`src/sv/srl_pkg.sv`:
```
// shared types, codes and helpers for the sorted record list
// no dependencies; imported by every module of the block
package srl_pkg;

    localparam int DEF_CAPACITY = 16;

    // one stored record
    typedef struct packed {
        logic [63:0]        key_head;
        logic [7:0]         key_tail;
        logic signed [31:0] number;
        logic [7:0]         term;
    } t_rec;

    // request codes
    typedef enum logic [1:0] {
        ACT_INSERT = 2'd0,
        ACT_DELETE = 2'd1,
        ACT_SHOW   = 2'd2,
        ACT_NONE   = 2'd3
    } t_action;

    // result status codes
    typedef enum logic [2:0] {
        ST_INSERTED  = 3'd0,
        ST_DELETED   = 3'd1,
        ST_NOT_FOUND = 3'd2,
        ST_EMPTY     = 3'd3,
        ST_FULL      = 3'd4,
        ST_SHOWN     = 3'd5
    } t_status;

    // per-cycle command to every cell of the chain
    typedef struct packed {
        logic cmp;  // latch compare flags against the new name
        logic ins;  // open a slot and insert
        logic del;  // close the gap at the first match
        logic rot;  // rotate the list one place towards cell zero
    } t_cell_ctl;

    // bring a request into stored form: bytes after the first zero byte read as zero
    function automatic t_rec canon_rec(input logic [63:0] head, input logic [7:0] tail,
                                       input logic signed [31:0] number,
                                       input logic [7:0] term);
        t_rec res;
        logic ended;
        ended = 1'b0;
        res.key_head = '0;
        for (int i = 7; i >= 0; i--) begin
            if (head[i*8 +: 8] == 8'd0)
                ended = 1'b1;
            if (!ended)
                res.key_head[i*8 +: 8] = head[i*8 +: 8];
        end
        res.key_tail = ended ? 8'd0 : tail;
        res.number   = number;
        res.term     = term;
        return res;
    endfunction

endpackage

```
`src/sv/srl_cell.sv`:
```
// one cell of the sorted list: holds a record and its compare flags
// depends on srl_pkg
module srl_cell import srl_pkg::*; #(
    parameter int CNT_W = 5,
    parameter int IDX   = 0
) (
    input  logic             i_clk,
    input  t_cell_ctl        i_ctl,
    input  logic [CNT_W-1:0] i_count,
    input  t_rec             i_new,
    input  t_rec             i_left,
    input  t_rec             i_right,
    input  t_rec             i_head,
    input  logic             i_left_ge,
    output t_rec             o_rec,
    output logic             o_ge,
    output logic             o_hit
);

    localparam logic [CNT_W-1:0] C_IDX  = CNT_W'(IDX);
    localparam logic [CNT_W-1:0] C_NEXT = CNT_W'(IDX + 1);

    t_rec r_rec, n_rec;
    logic r_ge, r_eq;
    logic valid, at_pos, after_pos;

    assign valid = C_IDX < i_count;

    // ordered list: ge flags rise once along the chain and stay high
    assign at_pos    = ((valid && r_ge) || (C_IDX == i_count)) && !i_left_ge;
    assign after_pos = i_left_ge && (C_IDX <= i_count);

    // next record
    always_comb begin
        n_rec = r_rec;
        priority if (i_ctl.ins) begin
            if (after_pos)
                n_rec = i_left;
            else if (at_pos)
                n_rec = i_new;
        end else if (i_ctl.del) begin
            if (valid && r_ge && (C_NEXT < i_count))
                n_rec = i_right;
        end else if (i_ctl.rot) begin
            if (C_NEXT < i_count)
                n_rec = i_right;
            else if (C_NEXT == i_count)
                n_rec = i_head;
        end
    end

    // record and compare flags
    always_ff @(posedge i_clk) begin
        r_rec <= n_rec;
        if (i_ctl.cmp) begin
            r_ge <= {r_rec.key_head, r_rec.key_tail} >= {i_new.key_head, i_new.key_tail};
            r_eq <= {r_rec.key_head, r_rec.key_tail} == {i_new.key_head, i_new.key_tail};
        end
    end

    assign o_rec = r_rec;
    assign o_ge  = valid && r_ge;
    assign o_hit = valid && r_eq;

endmodule

```
`config.mk`:
```
export PLATFORM = sky130hd
export DESIGN_NAME = srl_cell
export DESIGN_NICKNAME = d
export VERILOG_FILES = /design/src/sv/srl_pkg.sv /design/src/sv/srl_cell.sv
export SDC_FILE = /design/constraint.sdc
export NUM_CORES = 1
export LEC_CHECK = 0
export ABC_CLOCK_PERIOD_IN_PS = 8730
export BUFFER_PORTS_ARGS = -buffer_cell sky130_fd_sc_hd__buf_2
export CAP_MARGIN = 20
export CORE_AREA = 5 5 221 223
export DETAILED_ROUTE_END_ITERATION = 10
export DIE_AREA = 0 0 226 228
export PLACE_DENSITY = 0.52
export RECOVER_POWER = 50
export SYNTH_ARGS = -nofsm -noshare
export SYNTH_HDL_FRONTEND = slang
export SYNTH_SLANG_ARGS = --single-unit
```
`constraint.sdc`:
```
create_clock -name i_clk -period 8.73 [get_ports i_clk]
set_input_delay 1.3095 -clock i_clk [delete_from_list [all_inputs] [get_ports i_clk]]
set_output_delay 1.3095 -clock i_clk [all_outputs]
set_load 0.02 [all_outputs]
```
Word-level counts from Yosys, hierarchy flattened
Cells that the tools add are included.
W data, S select, Z words.
{ "op_classes": {"eq_ne": 4, "n_lt_le_gt_ge": 4, "mux": 8, "n_reduce_logical": 11} }
{ "op_table": {"columns": ["op", "n"], "rows": [
  ["$mux W112", 8],
  ["$eq A72 B72 Y1", 1],
  ["$ge A72 B72 Y1", 1],
  ["$lt A1 B5 Y1 const A", 2],
  ["$ne A3 B1 Y1 const B", 2],
  ["$eq A1 B5 Y1 const A", 1],
  ["$le A1 B5 Y1 const A", 1],
  ["$logic_and A1 B1 Y1", 5],
  ["$logic_not A5 Y1", 1],
  ["$reduce_and A4 Y1", 1],
  ["$reduce_bool A4 Y1", 1],
  ["$reduce_bool A3 Y1", 1],
  ["$logic_not A1 Y1", 1],
  ["$logic_or A1 B1 Y1", 1]
]} }
{ "totals": {"reg_bits": 114, "out_inout_bits": 114, "elab_cells": 33, "input_bits": 459} }

Longest topological paths before layout
Gate-level depths: netlist (run 1).
{ "depth": {"depth_word": 7, "ltp_mapped": 8, "mapped_depth_nobuf": 8} }

Worst setup path after synthesis (run 1)
Ideal clock, no wire load.
{ "synth_timing": {"kind": "input to register", "start": "input port i_ctl[2] in the netlist's numbering", "end": "register r_rec, in the netlist o_rec[0], enable pin", "setup_ns": 0.612, "n_path_buf": 2, "t_arrival_ns": 7.189, "setup_slack_ns": 0.929, "required_ns": 8.118, "cell_stages": 4, "cell_sequence": "clkbuf_1 -> clkbuf_1 -> a21oi_1 -> o211ai_1"} }
{ "synth_via": {"elab_chain_len": 2, "elab_cells_between_ends": 5, "cone_classes": "eq/ne (2); reduce/logical (3)"} }
{ "synth_lines": {"columns": ["item", "line", "rtl"], "rows": [
  ["start: declaration", "srl_cell.sv:8", "input t_cell_ctl i_ctl,"],
  ["$ne A3 B1 Y1 (no source line) (tied with other cells)", null, null],
  ["$reduce_and A4 Y1 (no source line) (*)", null, null],
  ["end signal: assignment", "srl_cell.sv:54", "r_rec <= n_rec;"],
  ["end: declaration", "srl_cell.sv:23", "t_rec r_rec, n_rec;"]
]} }
Every way passes the cells marked *; elsewhere a longest branch is shown, timed or not.
A chain may end at the register's enable or synchronous reset.

==> flow_metrics.py, run 1 <==
metrics = {
    "clock_network": {
        "post_cts_buffers": 0,
        "clk_latency_ns": 0.45,
        "holdBufCountCts": 0,
        "cts-buffers-inserted": 17,
        "h-tree-depth": 4,
        "clkSinkCount": 114,
        "clk_pin_slew_worst_paths_ns": 0.06,
        "cts.repair.resized": 0,
        "cts_root_buf": "clkbuf_16",
        "cts_buffer_depth": 2,
        "cts_tree": "yes",
    },
    "finish": {
        "fin_nets": 1956,
        "drive_gt1_share_pct": 34.7,
        "multi_input_area_mm2": 0.00482,
        "fillerInstances": 5055,
        "area_growth_pct": 43.0,
        "seqCellArea_mm2": 0.00342,
    },
    "floorplan": {
        "fp.dieH_um": 228,
        "rows": 79,
        "core_area_mm2": 0.0464,
        "fp.dieW_um": 226,
        "start_util_pct": 19.1,
        "design.die.area_mm2": 0.0515,
        "num_io_pins": 573,
    },
    "yosys": {
        "synthTopCellsByCount": "a21oi_1 (136), nor2b_1 (116), edfxtp_1 (114)",
        "synth_flop_cell": "edfxtp_1",
        "yosysMostFrequentCell": "a21oi_1",
        "ys_seq_elements": 114,
        "synth_top_area_share_pct": 38.6,
        "syn_nets": 1416,
        "synth-edff-count": 114,
        "netlist_area_mm2": 0.00887,
        "syn_inst": 885,
        "synthTopCellsByArea": "edfxtp_1 (39%), mux2i_1 (13%), ha_1 (10%)",
        "synth_top_area_cell": "edfxtp_1",
        "syn_avg_cell_area_um2": 10.0,
        "yosys_warnings": 0,
        "async_flop_share_pct": 0,
        "synth_cell_types": 42,
        "ys_seq_area_share_pct": 38.6,
    },
    "global_routing": {
        "grt_pass1_vias": 9514,
        "grt_pass1_wl_mm": 56.2,
        "overflow": 0,
        "grt_max_degree": 87,
        "antenna_found_initial": 5,
        "track_usage_pct": 14.3,
    },
    "placed_design": {
        "gp_congestion": 0.882,
        "hpwl_mm": 32.1,
        "port-buffer-count": 572,
    },
    "timing": {
        "slew_headroom_pct": -98.7,
        "hold_ws_ns": 0.795,
        "tns_ns": 0,
        "period_minus_slack_ns": 6.05,
        "report.final.hold_viol_count": 0,
        "rsz0062_at_grt": "false",
        "setup_violations": 0,
        "tightest_slew_ns": 2.98,
        "clock.fmax_ghz": 0.165,
        "finalClockSkew_ns": 0.0148,
        "period_share_pct": 69.3,
        "slew_violations": 168,
    },
    "pwr": {
        "clockPowerShare_pct": 36.3,
        "p_leak_uw": 0.00582,
        "intPower_uw": 1370,
        "seqPwrFrac_pct": 36.4,
        "vdd_ir_drop_max_uv": 110,
        "switching_power_uw": 618,
        "comb_power_share_pct": 27.2,
        "power.density_mw_per_mm2": 157,
        "p_sw_share_pct": 31.1,
    },
    "setup_path": {
        "arrival_ns": 6.20,
        "cpPeakStageDelay_ns": 1.71,
        "critical_path.most_common_cell": "clkbuf_1",
        "cp.required_ns": 8.88,
        "cp_slowest_cell": "clkbuf_1",
        "r2r_cells": 4,
        "critPathMaxFanout": 58,
        "reg2reg_to": "o_rec[71]",
        "startpoint": "i_count[1]",
        "cp_cell_sequence": "buf_2 > or4_1 > nor2_1 > clkbuf_1 > clkbuf_1 > nor2b_1 > a211oi_1 > a21oi_1",
        "start_kind": "input port",
        "cp-end-kind": "register",
        "r2r_setup_slack_ns": 4.60,
        "r2r-start": "r_ge",
        "path_class": "in -> reg",
    },
    "worst_hold_path": {
        "whs_endpoint": "r_ge",
        "hold_depth": 3,
        "hold_path_class": "reg -> reg",
        "hp-start": "o_rec[111]",
    },
    "run_status": {
        "violations": "max-capacitance violations, max-slew violations",
        "status": "finished with violations",
    },
    "detailed_routing": {
        "avgViaCountPerCell": 4.34,
        "firstDrtPassIters": 4,
        "ant_nets": 0,
        "remaining_drc_errors": 0,
        "wl_per_cell_um": 18.7,
        "drt-total-wl_mm": 38.2,
        "num_vias": 8866,
        "drtIter0Drc": 322,
    },
    "run": {
        "drv_cap": 3,
    },
}
## stage by stage
stage          setup slack, ns  util [%]  power, µW  cells  instance area (µm²)
2_1_floorplan            0.929         -       1040    885                 8870
3_3_place_gp              3.99      26.4       1300   2013                12300
3_5_place_dp              3.89      26.4       1300   2013                12300
4_1_cts                   4.37      27.7       2050   2044                12800
5_1_grt                   2.14      27.4       2110   2045                12700
6_report                  2.68      27.4       1990   2045                12700
## cell families after synthesis
group                      count (synthesis)  synth area share [%]
AOI/OAI and AO/OA                        283                  19.9
and+or+nand+nor                          168                  11.8
buffers and inverters                    136                  6.87
DFF                                      114                  38.6
adders and majority gates                 72                  10.2
muxes                                    112                  12.6
## metal layers
layer / global-route usage, % / vias up / part of all wire (%)
met5: 0 / - / 0.065
met4: 4.65 / 4 / 2.5
met3: 4.93 / 49 / 8.7
met2: 25.3 / 381 / 50
met1: 16.0 / 4020 / 39
li1: - / 4412 / -
## registers in the layout, summed over array words and instances (netlist names)
| signal | flops |
|---|---|
| r_eq | 1 |
| o_rec | 112 |
| r_ge | 1 |
## critical path, delay by kind of cell
kind | cells | cell delay, ns
simple gates | 3 | 0.86
compound gates | 2 | 0.44
buf+inv | 3 | 3.50
## worst max-delay path by stage
stage               slack [ns]         to
floorplan                 0.93   o_rec[0]
global placement          3.99  o_rec[69]
detailed placement        3.89  o_rec[80]
CTS                       4.37  o_rec[71]
global route              2.14   o_rec[8]
finish                    2.68   o_rec[8]
## cells in the final DEF (no fill, tap or decap), types with 2 or more instances in the layout
master and instances:
buf_2 457, a21oi_1 136, clkbuf_1 117, nor2b_1 116, edfxtp_1 114, a211oi_1 113
mux2i_1 112, inv_1 74, ha_1 72, clkbuf_16 17, o21ai_0 11, a21o_1 11
nand4_1 10, nand3_1 9, nand2_1 9, nor2_1 7, buf_4 7, clkinv_1 4
bufinv_16 4, clkinv_2 4, nor4_1 3, and4_2 2, a221oi_1 2, clkinvlp_4 2
buf_6 2
## power by group through the flow
| stage | Clock, µW | Combinational, µW | Sequential [µW] |
|---|---|---|---|
| finish | 723 | 542 | 725 |
| floorplan | 0 | 224 | 816 |
| global route | 776 | 602 | 732 |
| detailed placement | 0 | 570 | 733 |
| CTS | 752 | 573 | 723 |
| global placement | 0 | 566 | 731 |
## cell type report
type / instances / area share, %
flip-flops and latches: 114 / 27.0
well taps: 607 / 5.99
diodes: 1 / 0.0197
repair buffers: 583 / 22.1
clock buffers: 17 / 3.35
clock inverters: 14 / 1.34
inverters: 74 / 2.19
multi-input cells: 635 / 38.0
No activity file was read; power rests on OpenSTA's default activity.
==> run 2: changes to the inputs <==
Settings changed: ABC_CLOCK_PERIOD_IN_PS 8730 to 5800.
Clock period 8.73 ns to 5.8 ns, I/O delays scaled along.
==> flow_metrics.py, run 2 (same netlist as run 1, synthesis figures left out) <==
metrics = {
    "run_status": {
        "status": "finished with violations",
        "violations": "max-capacitance violations, max-slew violations",
    },
    "setup_path": {
        "critPathMaxFanout": 21,
        "r2r-start": "o_rec[67]",
        "cp.required_ns": 5.99,
        "startpoint": "i_count[1]",
        "arrival_ns": 4.19,
        "r2r_cells": 7,
        "path_class": "in -> reg",
        "reg2reg_to": "r_ge",
        "cp-end-kind": "register",
        "start_kind": "input port",
        "r2r_setup_slack_ns": 2.98,
    },
    "run": {
        "drv_cap": 1,
    },
    "clock_network": {
        "h-tree-depth": 4,
        "cts_root_buf": "clkbuf_16",
        "clkSinkCount": 114,
        "cts_tree": "yes",
        "cts_buffer_depth": 2,
        "post_cts_buffers": 0,
        "cts.repair.resized": 0,
        "clk_pin_slew_worst_paths_ns": 0.06,
        "holdBufCountCts": 0,
        "clk_latency_ns": 0.46,
        "cts-buffers-inserted": 17,
    },
    "finish": {
        "final_cell_mix": "buf_2 (457), a21oi_1 (135), clkbuf_1 (119), nor2b_1 (116), edfxtp_1 (114)",
        "drive_gt1_share_pct": 35.0,
        "final_common_cell": "buf_2",
        "fin_nets": 1957,
        "area_growth_pct": 43.7,
        "largest_reg_flops": 112,
        "fin_util_pct": 27.5,
    },
    "timing": {
        "setup_violations": 0,
        "slew_violations": 20,
        "report.final.hold_viol_count": 0,
        "rsz0062_at_grt": "false",
        "tightest_slew_ns": 1.89,
        "clock.fmax_ghz": 0.250,
        "finalClockSkew_ns": 0.00815,
        "slew_headroom_pct": -26.3,
        "period_minus_slack_ns": 4.00,
        "tns_ns": 0,
        "period_share_pct": 69.0,
    },
    "detailed_routing": {
        "drt-total-wl_mm": 37.3,
        "ant_nets": 0,
        "num_vias": 8903,
        "remaining_drc_errors": 0,
        "wl_per_cell_um": 18.2,
        "avgViaCountPerCell": 4.35,
        "drtIter0Drc": 322,
        "firstDrtPassIters": 4,
    },
    "floorplan": {
        "core_area_mm2": 0.0464,
        "rows": 79,
        "start_util_pct": 19.1,
        "num_io_pins": 573,
        "fp.dieH_um": 228,
        "design.die.area_mm2": 0.0515,
        "fp.dieW_um": 226,
    },
    "worst_hold_path": {
        "hp-start": "i_ctl[3]",
        "hold_depth": 1,
        "hold_path_class": "in -> reg",
        "whs_endpoint": "r_ge",
    },
    "placed_design": {
        "gp_congestion": 0.892,
        "port-buffer-count": 572,
        "hpwl_mm": 30.6,
    },
    "global_routing": {
        "grt_max_degree": 147,
        "track_usage_pct": 14.0,
        "grt_pass1_wl_mm": 55.1,
        "grt_pass1_vias": 9526,
        "antenna_found_initial": 2,
        "overflow": 0,
    },
    "pwr": {
        "vdd_ir_drop_max_uv": 183,
        "power.density_mw_per_mm2": 235,
        "p_leak_uw": 0.00584,
        "p_total_uw": 2990,
    },
}
==> run 2: worst max-delay path by stage <==
stage,endpoint,slack [ns],cells past startpoint
detailed placement,r_ge,2.00,9
global placement,r_ge,2.07,9
CTS,r_ge,2.52,9
floorplan,o_rec[0],-1.28,4
finish,o_rec[1],1.80,7
global route,o_rec[1],1.43,7
==> run 2: metrics by stage <==
stage / hold slack (ns) / setup slack [ns] / std cells / cell area, µm²
after floorplan: 0.816 / -1.28 / 885 / 8900
after global routing: 0.693 / 1.43 / 2047 / 12700
after detailed placement: 0.856 / 2.00 / 2014 / 12300
after global placement: 0.850 / 2.07 / 2014 / 12300
after CTS: 0.626 / 2.52 / 2046 / 12900
final: 0.722 / 1.80 / 2047 / 12700
==> run 2: layout make-up <==
| type | count | area [µm²] |
|---|---|---|
| clock inverters | 13 | 163 |
| clock buffers | 19 | 433 |
| fillers | 5044 | 33600 |
| diodes | 1 | 2.50 |
| inverters | 74 | 278 |
| well taps | 607 | 759 |
| flip-flops and latches | 114 | 3420 |
| repair buffers | 584 | 2860 |
| multi-input cells | 635 | 4830 |
==> run 2: power breakdown <==
| group | switching, µW | total [µW] | internal (µW) |
|---|---|---|---|
| registers | 51.0 | 1090 | 1040 |
| clock network | 424 | 1100 | 673 |
| logic | 486 | 809 | 322 |
| total | 961 | 2990 | 2030 |
==> run 2: layer usage <==
layer,vias to the layer above,GRT usage (%),part of all wire [%]
met4,2,6.01,3.3
met3,60,3.97,7.5
met1,4052,16.4,41
met5,-,0,0.035
li1,4412,-,-
met2,377,23.8,49
==> run 2: worst max-delay path, stage by stage <==
cell and delay (ns):
buf_2 0.09, or4_1 0.58, nor2_1 1.42, clkbuf_1 0.71, nor2b_1 0.19, a211oi_1 0.25
a21oi_1 0.06
